`config.mk`:
```
export PLATFORM = sky130hd
export DESIGN_NAME = analog_button_ladder_debounce_unit
export DESIGN_NICKNAME = d
export VERILOG_FILES = /design/src/hdl/abld_pkg.sv /design/src/hdl/analog_button_ladder_debounce_unit.sv
export SDC_FILE = /design/constraint.sdc
export NUM_CORES = 1
export LEC_CHECK = 0
export ABC_AREA = 0
export BUFFER_PORTS_ARGS = -buffer_cell sky130_fd_sc_hd__buf_2
export CORE_UTILIZATION = 50
export CTS_BUF_LIST = sky130_fd_sc_hd__clkbuf_16
export CTS_CLUSTER_SIZE = 24
export DETAILED_ROUTE_END_ITERATION = 16
export PLACE_DENSITY = 0.67
export SETUP_SLACK_MARGIN = 0.3
export SYNTH_ARGS = -nofsm -noshare
export SYNTH_HDL_FRONTEND = slang
export SYNTH_SLANG_ARGS = --single-unit
```
`constraint.sdc`:
```
create_clock -name i_clk -period 7.6 [get_ports i_clk]
set_input_delay 0.38 -clock i_clk [delete_from_list [all_inputs] [get_ports i_clk]]
set_output_delay 0.38 -clock i_clk [all_outputs]
set_load 0.005 [all_outputs]
```
`src/hdl/abld_pkg.sv`:
```
package abld_pkg;

    localparam int unsigned SampleWidth = 12;
    localparam int unsigned CountWidth  = 8;
    localparam int unsigned MaskWidth   = 4;
    localparam int unsigned CfgIdxWidth = 3;
    localparam int unsigned CfgWidth    = 12;

    typedef logic [SampleWidth-1:0] t_sample;
    typedef logic [CountWidth-1:0]  t_count;
    typedef logic [MaskWidth-1:0]   t_mask;

    typedef enum logic [CfgIdxWidth-1:0] {
        REG_LEVEL_ENTER     = 3'd0,
        REG_LEVEL_ESC       = 3'd1,
        REG_LEVEL_RIGHT     = 3'd2,
        REG_LEVEL_LEFT      = 3'd3,
        REG_LEVEL_CEILING   = 3'd4,
        REG_SHUTDOWN_LEVEL  = 3'd5,
        REG_DEBOUNCE_COUNT  = 3'd6,
        REG_WATCHED_BUTTONS = 3'd7
    } t_cfg_idx;

    localparam t_sample RST_LEVEL_ENTER    = 12'd2053;
    localparam t_sample RST_LEVEL_ESC      = 12'd1017;
    localparam t_sample RST_LEVEL_RIGHT    = 12'd403;
    localparam t_sample RST_LEVEL_LEFT     = 12'd125;
    localparam t_sample RST_LEVEL_CEILING  = 12'd4000;
    localparam t_sample RST_SHUTDOWN_LEVEL = 12'd3070;
    localparam t_count  RST_DEBOUNCE_COUNT = 8'd3;
    localparam t_mask   RST_WATCHED        = 4'd0;
    localparam t_count  RST_COUNTDOWN      = 8'd3;

    localparam t_sample ENTER_OFFSET = 12'h7ff;
    localparam logic [SampleWidth:0] NEAR_BAND = 13'd8;

    localparam t_mask MASK_ENTER = 4'b0001;
    localparam t_mask MASK_ESC   = 4'b0010;
    localparam t_mask MASK_LEFT  = 4'b0100;
    localparam t_mask MASK_RIGHT = 4'b1000;

endpackage

```
`src/hdl/analog_button_ladder_debounce_unit.sv`:
```
// Channel  Handshake                  Payload
// in       i_in_valid / o_in_ready    i_sample
// out      o_out_valid / i_out_ready  o_held_value, o_button_mask, o_pressed,
//                                     o_match, o_shutdown
// cfg      i_cfg_we (no handshake)    i_cfg_idx, i_cfg_data
//
// One sample per cycle. The state update and decode for a sample happen in the
// cycle it is accepted; its result appears in the output register on the next
// cycle. Input is taken whenever the output register is empty or being drained
// in the same cycle, so a stall on the out side backs up after one result.
// Synchronous active-low reset restores register defaults and clears state.
module analog_button_ladder_debounce_unit (
    input  logic                           i_clk,
    input  logic                           i_rst_n,
    input  logic                           i_cfg_we,
    input  logic [abld_pkg::CfgIdxWidth-1:0] i_cfg_idx,
    input  logic [abld_pkg::CfgWidth-1:0]  i_cfg_data,
    input  logic                           i_in_valid,
    output logic                           o_in_ready,
    input  abld_pkg::t_sample              i_sample,
    output logic                           o_out_valid,
    input  logic                           i_out_ready,
    output abld_pkg::t_sample              o_held_value,
    output abld_pkg::t_mask                o_button_mask,
    output logic                           o_pressed,
    output logic                           o_match,
    output logic                           o_shutdown
);

    // configuration
    abld_pkg::t_sample r_level_enter, r_level_esc, r_level_right, r_level_left;
    abld_pkg::t_sample r_level_ceiling, r_shutdown_level;
    abld_pkg::t_count  r_debounce_count;
    abld_pkg::t_mask   r_watched;

    // debounce state
    abld_pkg::t_sample r_held, r_previous;
    logic              r_debouncing;
    abld_pkg::t_count  r_countdown;

    abld_pkg::t_sample n_held, n_previous;
    logic              n_debouncing;
    abld_pkg::t_count  n_countdown;

    // result register
    logic              r_out_valid;
    abld_pkg::t_sample r_res_held;
    abld_pkg::t_mask   r_res_mask;
    logic              r_res_pressed, r_res_match, r_res_shutdown;

    logic              in_fire;
    logic              deb_now;
    abld_pkg::t_sample half_left, thr_enter, thr_esc, thr_right;
    abld_pkg::t_sample dec_v;
    abld_pkg::t_mask   dec_mask;
    logic              dec_pressed, dec_match, dec_shutdown;
    logic [abld_pkg::SampleWidth:0] prev_ext, sd_ext;

    assign o_in_ready = !r_out_valid || i_out_ready;
    assign in_fire    = i_in_valid && o_in_ready;

    always_ff @(posedge i_clk) begin
        if (!i_rst_n) begin
            r_level_enter    <= abld_pkg::RST_LEVEL_ENTER;
            r_level_esc      <= abld_pkg::RST_LEVEL_ESC;
            r_level_right    <= abld_pkg::RST_LEVEL_RIGHT;
            r_level_left     <= abld_pkg::RST_LEVEL_LEFT;
            r_level_ceiling  <= abld_pkg::RST_LEVEL_CEILING;
            r_shutdown_level <= abld_pkg::RST_SHUTDOWN_LEVEL;
            r_debounce_count <= abld_pkg::RST_DEBOUNCE_COUNT;
            r_watched        <= abld_pkg::RST_WATCHED;
        end else if (i_cfg_we) begin
            case (abld_pkg::t_cfg_idx'(i_cfg_idx))
                abld_pkg::REG_LEVEL_ENTER:     r_level_enter    <= i_cfg_data;
                abld_pkg::REG_LEVEL_ESC:       r_level_esc      <= i_cfg_data;
                abld_pkg::REG_LEVEL_RIGHT:     r_level_right    <= i_cfg_data;
                abld_pkg::REG_LEVEL_LEFT:      r_level_left     <= i_cfg_data;
                abld_pkg::REG_LEVEL_CEILING:   r_level_ceiling  <= i_cfg_data;
                abld_pkg::REG_SHUTDOWN_LEVEL:  r_shutdown_level <= i_cfg_data;
                abld_pkg::REG_DEBOUNCE_COUNT:
                    r_debounce_count <= i_cfg_data[abld_pkg::CountWidth-1:0];
                abld_pkg::REG_WATCHED_BUTTONS:
                    r_watched <= i_cfg_data[abld_pkg::MaskWidth-1:0];
                default: ;
            endcase
        end
    end

    assign half_left = r_level_left >> 1;
    assign thr_enter = abld_pkg::t_sample'(({1'b0, r_level_enter} + {1'b0, r_level_esc}) >> 1);
    assign thr_esc   = abld_pkg::t_sample'(({1'b0, r_level_esc} + {1'b0, r_level_right}) >> 1);
    assign thr_right = abld_pkg::t_sample'(({1'b0, r_level_right} + {1'b0, r_level_left}) >> 1);

    // next debounce state for the incoming sample
    always_comb begin
        n_held       = r_held;
        n_previous   = r_previous;
        n_debouncing = r_debouncing;
        n_countdown  = r_countdown;
        // a drop to zero while something is held re-enters debounce
        deb_now      = r_debouncing || (i_sample == '0 && r_held != '0);
        if (i_sample < r_level_ceiling) begin
            n_debouncing = deb_now;
            n_previous   = i_sample;
            if ((i_sample > half_left || deb_now) && r_previous == i_sample) begin
                if (deb_now) begin
                    if (r_countdown != '0) begin
                        n_countdown = r_countdown - abld_pkg::t_count'(1);
                    end else begin
                        n_debouncing = 1'b0;
                        n_held       = i_sample;
                    end
                end else begin
                    n_debouncing = 1'b1;
                    n_countdown  = r_debounce_count;
                end
            end
        end
    end

    // decode of the updated held value
    always_comb begin
        dec_mask = '0;
        dec_v    = n_held;
        if (n_held > thr_enter) begin
            dec_mask = dec_mask | abld_pkg::MASK_ENTER;
            dec_v    = (n_held >= abld_pkg::ENTER_OFFSET) ?
                       n_held - abld_pkg::ENTER_OFFSET : '0;
        end
        if (dec_v > thr_esc) begin
            dec_mask = dec_mask | abld_pkg::MASK_ESC;
        end else if (dec_v > thr_right) begin
            dec_mask = dec_mask | abld_pkg::MASK_LEFT;
        end else if (dec_v > half_left) begin
            dec_mask = dec_mask | abld_pkg::MASK_RIGHT;
        end
    end

    assign dec_pressed = (n_held > half_left) || (dec_mask != '0);
    assign dec_match   = dec_pressed && (dec_mask == r_watched);

    // band check without wrap: level-8 <= prev <= level+8
    assign prev_ext     = {1'b0, n_previous};
    assign sd_ext       = {1'b0, r_shutdown_level};
    assign dec_shutdown = !n_debouncing && (sd_ext <= prev_ext + abld_pkg::NEAR_BAND)
                          && (prev_ext <= sd_ext + abld_pkg::NEAR_BAND);

    always_ff @(posedge i_clk) begin
        if (!i_rst_n) begin
            r_held       <= '0;
            r_previous   <= '0;
            r_debouncing <= 1'b0;
            r_countdown  <= abld_pkg::RST_COUNTDOWN;
        end else if (in_fire) begin
            r_held       <= n_held;
            r_previous   <= n_previous;
            r_debouncing <= n_debouncing;
            r_countdown  <= n_countdown;
        end
    end

    always_ff @(posedge i_clk) begin
        if (!i_rst_n) begin
            r_out_valid <= 1'b0;
        end else if (in_fire) begin
            r_out_valid <= 1'b1;
        end else if (i_out_ready) begin
            r_out_valid <= 1'b0;
        end
    end

    always_ff @(posedge i_clk) begin
        if (in_fire) begin
            r_res_held     <= n_held;
            r_res_mask     <= dec_mask;
            r_res_pressed  <= dec_pressed;
            r_res_match    <= dec_match;
            r_res_shutdown <= dec_shutdown;
        end
    end

    assign o_out_valid   = r_out_valid;
    assign o_held_value  = r_res_held;
    assign o_button_mask = r_res_mask;
    assign o_pressed     = r_res_pressed;
    assign o_match       = r_res_match;
    assign o_shutdown    = r_res_shutdown;

endmodule

```
==> results.json, run 1 <==
{
  "outcome": "completed",
  "worst-r2r-setup-slack_ps": 550,
  "first_iter_violations": 615,
  "drc": 0,
  "clk_path_buf_depth": 2,
  "critPathKind": "flip-flop to flip-flop",
  "tightestPinTransition_ps": 1130,
  "combPwrFrac_pct": 23.5,
  "die_w_um": 144,
  "dp_hpwl_mm": 21.2,
  "min_period_over_period_pct": 92.8,
  "num_vias": 9002,
  "row_count": 51,
  "reg2reg_to": "o_match$_DFFE_PP_",
  "ctsHoldBuffers": 0,
  "yosys_warnings": 0,
  "dr.pass1.iters": 5,
  "intPower_uw": 1440,
  "syn_nets": 1402,
  "fin_setup_tns_ps": 0,
  "start_util_pct": 51.6,
  "root_buffer": "clkbuf_16",
  "track_usage_pct": 28.2,
  "multi_input_area_um2": 6850,
  "fmax_ghz": 0.142,
  "antenna_left": 0,
  "clkTransAtPathRegs_ps": 70,
  "rr_startpoint": "r_countdown[2]$_SDFFE_PN0P_",
  "placeableCoreArea_um2": 19700,
  "grt_first_pass_wirelength_mm": 44.2,
  "htreeDepth": 4,
  "synth-seq-cells": 137,
  "clkPwrFrac_pct": 38.5,
  "cp.arrival_ps": 7240,
  "num_antenna_cells": 0,
  "start_kind": "flip-flop",
  "met2_usage_pct": 42.8,
  "clock_latency_ps": 430,
  "syn_inst": 1229,
  "cts_made_buffers": 17,
  "ys.flop_type": "dfxtp_1",
  "finClkSkew_ps": 10.8,
  "critPathRequiredTime_ps": 7790,
  "dieArea_um2": 20800,
  "antenna_found_initial": 0,
  "synth.cell_area_um2": 10100,
  "fin_crit_ps": 7050,
  "worstHoldStart": "i_in_valid",
  "pre_cts_ws_ps": 46.6,
  "cts_sinks": 137,
  "vdd_ir_drop_max_uv": 148,
  "hp-class": "input port to flip-flop",
  "cts_tree": "built",
  "grt_pass1_vias": 8144,
  "nFillCells": 1795,
  "finalWirelength_mm": 28.3,
  "io_buffers": 52,
  "grt_most_used_layer": "met2",
  "seqPwrFrac_pct": 37.9,
  "powerDensity_nw_per_um2": 184,
  "area_growth_pct": 13.1,
  "finalMaxSlewViolations": 0,
  "via_per_inst": 5.77,
  "ioPinCount": 53,
  "setup_slack_ps": 549,
  "globalplace.congestion": 0.970,
  "worstHoldPathCells": 3,
  "die_h_um": 144,
  "holdPathEnd": "o_out_valid$_SDFFE_PN0P_",
  "p_leak_uw": 0.00525,
  "seq_area_um2": 2940,
  "path_max_fanout": 8,
  "wl_per_cell_um": 18.2,
  "net-switching-power_uw": 667,
  "max_cap_viol_count": 0,
  "async_reset_ff_share_pct": 0,
  "finalHoldViolCount": 0,
  "max_slew_margin_pct": 24.4,
  "grt_util_met3_pct": 4.67,
  "layout-drive-gt1-share_pct": 12.3,
  "setup_viol": 0,
  "reg2reg_depth": 26,
  "grt_util_met1_pct": 39.9,
  "grt_max_degree": 119,
  "grt_remaining_overflow": 0,
  "rsz0062_at_grt": "no",
  "synth_edf_count": 19,
  "end_kind": "flip-flop",
  "synth-seq-area-share_pct": 28.9,
  "switching_share_pct": 31.7,
  "fin_nets": 1456,
  "ys_types": 67,
  "synth_area_per_cell_um2": 8.24
}
==> worst max-delay path by stage <==
stage / startpoint / endpoint / slack (ps) / cells after the start
final: r_countdown[2]$_SDFFE_PN0P_ / o_match$_DFFE_PP_ / 550 / 26
after detailed placement: i_sample[2] / o_match$_DFFE_PP_ / 50 / 29
after CTS: r_level_ceiling[2]$_SDFFE_PN0P_ / o_match$_DFFE_PP_ / 310 / 30
after global routing: r_level_esc[1]$_SDFFE_PN0P_ / o_match$_DFFE_PP_ / 300 / 34
after global placement: i_sample[2] / o_match$_DFFE_PP_ / 200 / 29
after floorplan: i_sample[2] / o_match$_DFFE_PP_ / 530 / 30
==> cells in the mapped netlist, types with 9 or more instances <==
cell type	count	share of area, %
inv_1	81	3.0
nand3_1	51	2.5
a21oi_1	65	3.2
nand2_1	224	8.3
o211ai_1	18	1.3
nor4_1	9	0.56
o21bai_1	16	1.2
a21boi_0	44	3.3
xnor2_1	47	4.1
nand2b_1	10	0.62
a21o_1	13	0.96
mux2i_1	34	3.4
clkbuf_1	40	1.5
ha_1	138	17
edfxtp_1	19	5.6
o211a_1	23	2.3
nor3_1	18	0.89
nor2_1	65	2.4
dfxtp_1	118	23
o21a_1	18	1.3
nor2b_1	17	1.0
nand4_1	18	1.1
o21ai_0	41	2.0
==> timing repair <==
| action | CTS | global route |
|---|---|---|
| endpoints found under the setup margin | 1 | 4 |
| gates cloned | 1 | 0 |
| hold endpoints to repair | 0 | 0 |
| setup buffers | 4 | 10 |
| gates resized for setup | 6 | 29 |
| pin swaps | 2 | 10 |
==> cell usage in the layout, fill, tap and decap left out, drive strengths merged, types with 5 or more instances in the layout <==
| cell type | count |
|---|---|
| a21o | 13 |
| ha | 138 |
| o211a | 24 |
| a211oi | 6 |
| nand3 | 51 |
| o211ai | 18 |
| xor2 | 7 |
| o221a | 5 |
| o21ai | 43 |
| o21a | 18 |
| mux2i | 34 |
| and2 | 7 |
| dfxtp | 118 |
| nor2b | 17 |
| inv | 88 |
| edfxtp | 19 |
| buf | 77 |
| mux2 | 6 |
| or3 | 7 |
| nor3 | 18 |
| nor2 | 67 |
| a21oi | 65 |
| nand2b | 10 |
| nand4 | 18 |
| nor4 | 11 |
| and3 | 6 |
| xnor2 | 47 |
| clkbuf | 17 |
| a21boi | 44 |
| nand2 | 224 |
| and4 | 7 |
| o21bai | 17 |
==> stage by stage <==
stage          power (uW)  hold WS [ps]  std cells  utilization, %  area [um^2]
6_report             2110           213       1561            58.3        11500
5_1_grt              2210           232       1561            58.3        11500
4_1_cts              2090           201       1551            57.5        11300
3_5_place_dp         1280           453       1514            54.2        10700
3_3_place_gp         1270           447       1514            54.2        10700
2_1_floorplan        1140           436       1229               -        10100
==> power groups by stage <==
stage / Sequential (uW) / Combinational [uW] / Clock, uW
after CTS: 799 / 472 / 822
after floorplan: 808 / 329 / 0
final: 800 / 496 / 812
after detailed placement: 815 / 466 / 0
after global placement: 814 / 459 / 0
after global routing: 803 / 554 / 853
==> flip-flops by register name, summed over array words and instances (netlist names) <==
name              cells
o_button_mask         4
o_held_value         12
o_match               1
o_out_valid           1
o_pressed             1
o_shutdown            1
r_countdown           8
r_debounce_count      8
r_debouncing          1
r_held               12
r_level_ceiling      12
r_level_enter        12
r_level_esc          12
r_level_left         12
r_level_right        12
r_previous           12
r_shutdown_level     12
r_watched             4
==> logic make-up (layout without fill, tap and decap cells) <==
family,Yosys count,in the layout,synth area share [%]
buffers and inverters,124,190,4.62
XOR/XNOR,54,54,4.67
AND/OR/NAND/NOR,453,454,20.8
flip-flops,137,137,28.9
multiplexers,40,40,4.06
AO/OA/AOI/OAI,280,280,19.3
adder cells (fa/ha/maj),141,141,17.6
==> per-layer routing <==
metal  part of all wire [%]  up-vias
li1                       -     4474
met1                     48     4188
met2                     43      287
met3                    6.1       53
met4                    2.6        0
met5                      0        -
==> worst max-delay path, cell delays in order (launching register included) <==
cell        delay [ps]
dfxtp_1            380
nor4_1             530
and2b_1            390
nand4b_4           240
nor2_8             200
buf_12             150
mux2i_1            260
inv_1              170
ha_1               350
nand4_1            140
or4b_4             580
a2111oi_4          220
a311o_2            190
mux2_4             220
clkinvlp_4         190
and3_1             220
o21ai_0            150
o21ai_1            140
ha_1               310
and4_1             210
nand2_1             80
o31a_1             230
a41o_1             210
nor4_2             290
or2b_1             290
a211o_1            260
and4_1             170
==> cell type report <==
cell class | instances | area share, %
clock inverters | 15 | 1.26
clock buffers | 17 | 3.71
well taps | 265 | 2.89
flip-flops and latches | 137 | 25.6
repair buffers | 77 | 4.04
inverters | 81 | 2.69
multi-input cells | 969 | 59.8
(Power assumes the default switching activity.)
==> run 2: changes to the inputs <==
==> constraint.sdc (replaced) <==
create_clock -name i_clk -period 8.85 [get_ports i_clk]
set_input_delay 1.77 -clock i_clk [delete_from_list [all_inputs] [get_ports i_clk]]
set_output_delay 1.77 -clock i_clk [all_outputs]
set_load 0.005 [all_outputs]
==> results.json, run 2 (synthesis gave the netlist of run 1 again) <==
{
  "outcome": "completed",
  "p_leak_uw": 0.00523,
  "rr_startpoint": "r_level_esc[1]$_SDFFE_PN0P_",
  "area_growth_pct": 12.0,
  "ioPinCount": 53,
  "grt_max_degree": 119,
  "wl_per_cell_um": 18.3,
  "first_iter_violations": 556,
  "fin_crit_ps": 8260,
  "grt_pass1_vias": 8252,
  "fin_setup_tns_ps": 0,
  "layout-drive-gt1-share_pct": 10.8,
  "start_util_pct": 51.6,
  "cts_sinks": 137,
  "cts_tree": "built",
  "slowest_delay_ps": 530,
  "hp-class": "flip-flop to flip-flop",
  "track_usage_pct": 28.5,
  "dp_cells": 1520,
  "worstHoldStart": "r_level_ceiling[1]$_SDFFE_PN0P_",
  "start_kind": "input port",
  "die_w_um": 144,
  "final_cell_mix": "nand2_1 (224), ha_1 (138), dfxtp_1 (118)",
  "finalHoldViolCount": 0,
  "finClkSkew_ps": 7.59,
  "min_period_over_period_pct": 93.4,
  "finalWirelength_mm": 28.6,
  "row_count": 51,
  "stdcell_count": 1565,
  "num_antenna_cells": 0,
  "vdd_ir_drop_max_uv": 139,
  "max_cap_viol_count": 0,
  "dieArea_um2": 20800,
  "nFillCells": 1861,
  "antenna_found_initial": 0,
  "clock_latency_ps": 440,
  "critPathRequiredTime_ps": 9040,
  "rsz0062_at_grt": "no",
  "slowest_stage": "or4b_1",
  "path_max_fanout": 9,
  "clkTransAtPathRegs_ps": 60,
  "finalMaxSlewViolations": 0,
  "clk_path_buf_depth": 2,
  "final_common_cell": "nand2_1",
  "dp_hpwl_mm": 21.7,
  "end_kind": "flip-flop",
  "dr.pass1.iters": 5,
  "powerDensity_nw_per_um2": 156,
  "antenna_left": 0,
  "critPathKind": "input port to flip-flop",
  "crit_start": "i_sample[2]",
  "cts_made_buffers": 17,
  "io_buffers": 52,
  "fmax_ghz": 0.121,
  "root_buffer": "clkbuf_16",
  "globalplace.congestion": 0.979,
  "worst_path_most_repeated_cell": "ha_1",
  "cp.arrival_ps": 8450,
  "placeableCoreArea_um2": 19700,
  "drc": 0,
  "setup_viol": 0,
  "htreeDepth": 4,
  "num_vias": 8966,
  "grt_remaining_overflow": 0,
  "tightestPinTransition_ps": 1140,
  "via_per_inst": 5.73,
  "fin_nets": 1461,
  "max_slew_margin_pct": 24.2,
  "grt_first_pass_wirelength_mm": 44.7,
  "die_h_um": 144
}
==> run 2: area by class of cell <==
class | instances | area (um^2) | share of cell area, %
inverter | 81 | 308 | 2.71
clock inverter | 14 | 108 | 0.948
multi-input combinational | 970 | 6770 | 59.6
sequential | 137 | 2930 | 25.8
tap | 265 | 332 | 2.92
clock buffer | 17 | 425 | 3.75
timing repair buffer | 81 | 480 | 4.23
==> run 2: final timing paths <==
path / end / slack [ps] / depth (start not counted)
worst min-delay path: r_level_ceiling[1]$_SDFFE_PN0P_ / 460 / 2
worst min register to register: r_level_ceiling[1]$_SDFFE_PN0P_ / 460 / 2
worst max register to register: o_match$_DFFE_PP_ / 1220 / 31
worst max-delay path: o_match$_DFFE_PP_ / 590 / 30
==> run 2: per-stage QoR <==
| stage | hold slack [ps] | instance area (um^2) | power, uW | setup slack [ps] | utilization [%] |
|---|---|---|---|---|---|
| 2_1_floorplan | 436 | 10100 | 976 | 394 | - |
| 5_1_grt | 487 | 11400 | 1860 | 272 | 57.8 |
| 4_1_cts | 468 | 11200 | 1770 | 413 | 57.1 |
| 3_3_place_gp | 456 | 10700 | 1100 | 155 | 54.4 |
| 6_report | 463 | 11400 | 1770 | 587 | 57.8 |
| 3_5_place_dp | 460 | 10700 | 1100 | 13.9 | 54.4 |
==> run 2: timing repair <==
action | in CTS | in global routing
endpoints found under the setup margin | 0 | 2
hold buffers | 0 | 0
gates resized for setup | 0 | 5
buffers inserted | 0 | 12
==> run 2: where the power goes <==
| group | total, uW | internal (uW) | leakage [uW] | switching [uW] |
|---|---|---|---|---|
| clock network | 667 | 380 | 0.000259 | 287 |
| logic | 415 | 173 | 0.00382 | 242 |
| registers | 687 | 664 | 0.00115 | 22.9 |
==> run 2: per-layer routing <==
layer	track usage (%)	vias to the layer above	share of wire, %
met3	4.24	51	5.1
li1	-	4481	-
met2	44.0	230	43
met1	39.1	4204	49
met5	0	-	0
met4	12.9	0	2.6
==> run 2: critical path: cells and delay by family <==
| kind | cells | cell delay [ps] |
|---|---|---|
| adder cells (fa/ha/maj) | 3 | 970 |
| buffers and inverters | 5 | 880 |
| multiplexers | 2 | 510 |
| AND/OR/NAND/NOR | 9 | 2190 |
| AO/OA/AOI/OAI | 11 | 2130 |
==> run 3: changes to the inputs <==
--- a/config.mk
+++ b/config.mk
@@ -5,7 +5,7 @@
 export SDC_FILE = /design/constraint.sdc
 export NUM_CORES = 1
 export LEC_CHECK = 0
-export ABC_AREA = 0
+export ABC_AREA = 1
 export BUFFER_PORTS_ARGS = -buffer_cell sky130_fd_sc_hd__buf_2
 export CORE_UTILIZATION = 50
 export CTS_BUF_LIST = sky130_fd_sc_hd__clkbuf_16
==> results.json, run 3 <==
{
  "met2_usage_pct": 45.6,
  "ctsResizeCount": 0,
  "worst_path_most_repeated_cell": "nand2_1",
  "cp.arrival_ps": 7740,
  "io_buffers": 52,
  "final_area_um2": 11300,
  "dpl_cell_area_um2": 10700,
  "drc": 0,
  "start_util_pct": 50.8,
  "max_cap_viol_count": 0,
  "wl_per_cell_um": 16.7,
  "rr_startpoint": "r_level_esc[2]$_SDFFE_PN0P_",
  "antenna_left": 0,
  "placeableCoreArea_um2": 20200,
  "ioPinCount": 53,
  "fin_setup_tns_ps": 0,
  "outcome": "completed",
  "die_h_um": 145,
  "grt_max_degree": 96,
  "tightestPinTransition_ps": 1100,
  "track_usage_pct": 28.1,
  "fin_util_pct": 56.0,
  "yosysMostFrequentCell": "nand2_1",
  "finClkSkew_ps": 12.0,
  "layout-drive-gt1-share_pct": 10.9,
  "cts_setup_buffers": 0,
  "first_iter_violations": 576,
  "synth-seq-area-share_pct": 28.6,
  "finalMaxSlewViolations": 0,
  "end_kind": "flip-flop",
  "clkTransAtPathRegs_ps": 60,
  "async_reset_ff_share_pct": 0,
  "grt_pass1_vias": 8528,
  "ys_types": 52,
  "min_period_over_period_pct": 85.2,
  "clk_path_buf_depth": 2,
  "globalplace.congestion": 0.941,
  "worstHoldStart": "r_debounce_count[2]$_SDFFE_PN0P_",
  "fmax_ghz": 0.133,
  "final_cell_mix": "nand2_1 (263), inv_1 (203), ha_1 (138)",
  "slowest_delay_ps": 500,
  "yosys_warnings": 0,
  "area_growth_pct": 10.1,
  "syn_nets": 1591,
  "synth.cell_area_um2": 10200,
  "synth_edf_count": 19,
  "hp-class": "flip-flop to flip-flop",
  "critPathKind": "input port to flip-flop",
  "crit_start": "i_sample[11]",
  "synth_common_cells": "nand2_1 (263), inv_1 (202), ha_1 (138)",
  "grt_util_met1_pct": 37.5,
  "via_per_inst": 5.37,
  "htreeDepth": 4,
  "row_count": 52,
  "cts_sinks": 137,
  "vdd_ir_drop_max_uv": 129,
  "setup_viol": 0,
  "grt_util_met3_pct": 5.75,
  "grt_remaining_overflow": 0,
  "start_kind": "input port",
  "finalWirelength_mm": 29.0,
  "cts_made_buffers": 17,
  "powerDensity_nw_per_um2": 166,
  "root_buffer": "clkbuf_16",
  "final_common_cell": "nand2_1",
  "antenna_found_initial": 0,
  "critPathRequiredTime_ps": 9040,
  "die_w_um": 145,
  "ys.flop_type": "dfxtp_1",
  "cts_tree": "built",
  "synth-seq-cells": 137,
  "syn_inst": 1418,
  "grt_first_pass_wirelength_mm": 46.0,
  "rsz0062_at_grt": "no",
  "synth_area_leaders": "dfxtp_1 (23%), ha_1 (17%), nand2_1 (9.6%), inv_1 (7.4%), o21ai_0 (5.7%)",
  "clock_latency_ps": 440,
  "num_antenna_cells": 0,
  "grt_most_used_layer": "met2",
  "fin_nets": 1632,
  "yosys.area.top_type_share_pct": 23.0,
  "worst-r2r-setup-slack_ps": 2350,
  "dieArea_um2": 21100,
  "slowest_stage": "nor3b_1",
  "num_vias": 9348,
  "yosysTopAreaCell": "dfxtp_1",
  "dp_hpwl_mm": 22.0,
  "p_leak_uw": 0.00564,
  "max_slew_margin_pct": 26.5,
  "fin_crit_ps": 7540,
  "dr.pass1.iters": 7,
  "path_max_fanout": 13,
  "setup_slack_ps": 1310,
  "synth_area_per_cell_um2": 7.23,
  "pre_cts_ws_ps": 956,
  "ctsHoldBuffers": 0,
  "finalHoldViolCount": 0,
  "nFillCells": 1936
}
run 3: cell count changes after synthesis, sizes merged, moves of 23 or more:
cell and change:
a21boi -43, a21oi +46, inv +126, mux2i -34, nand2 +70, nand3 +24, nor2 +79, o211a -23
o21ai +78, xnor2 -23, xor2 +23
run 3: final cells by class:
cell class | count | area (um^2) | area share (%)
clock inverters | 14 | 124 | 1.10
repair buffers | 59 | 313 | 2.77
flip-flops and latches | 137 | 2930 | 26.0
well taps | 270 | 338 | 2.99
multi-input cells | 1033 | 6360 | 56.4
inverters | 211 | 793 | 7.03
clock buffers | 17 | 425 | 3.77
run 3: path summary, 6_finish.rpt:
kind	endpoint	cells after the start
min	r_debounce_count[2]$_SDFFE_PN0P_	2
min reg2reg	r_debounce_count[2]$_SDFFE_PN0P_	2
max	o_match$_DFFE_PP_	36
max reg2reg	o_match$_DFFE_PP_	36
run 3: routing by layer:
layer / share of wire (%) / vias up / wire length, um
met5: 0 / - / 0
met4: 2.4 / 0 / 684
met3: 5.7 / 49 / 1650
met2: 45 / 249 / 13000
met1: 47 / 4289 / 13600
li1: - / 4761 / -
run 3: worst max-delay path: cells and delay by family:
kind,cells,cell delay [ps]
compound gates,8,1580
simple gates,19,2710
fa+ha+maj,3,1020
buf+inv,6,630
run 3: cell families after synthesis:
family | count (synthesis) | share of synthesized area (%)
AND/OR/NAND/NOR | 553 | 24.5
AO/OA/AOI/OAI | 285 | 15.5
buffers and inverters | 248 | 9.33
adder cells (fa/ha/maj) | 141 | 17.4
flip-flops | 137 | 28.6
XOR/XNOR | 54 | 4.61
run 3: metrics by stage:
stage | instances | power (uW) | hold slack [ps]
floorplan | 1418 | 1050 | 424
global placement | 1710 | 1180 | 441
detailed placement | 1710 | 1190 | 444
CTS | 1741 | 1870 | 452
global route | 1741 | 1970 | 491
finish | 1741 | 1870 | 451
run 3: where the power goes:
group	switching (uW)	leakage (uW)	internal, uW
registers	21.0	0.00115	668
logic	319	0.00421	177
clock network	300	0.000273	386
total	640	0.00564	1230
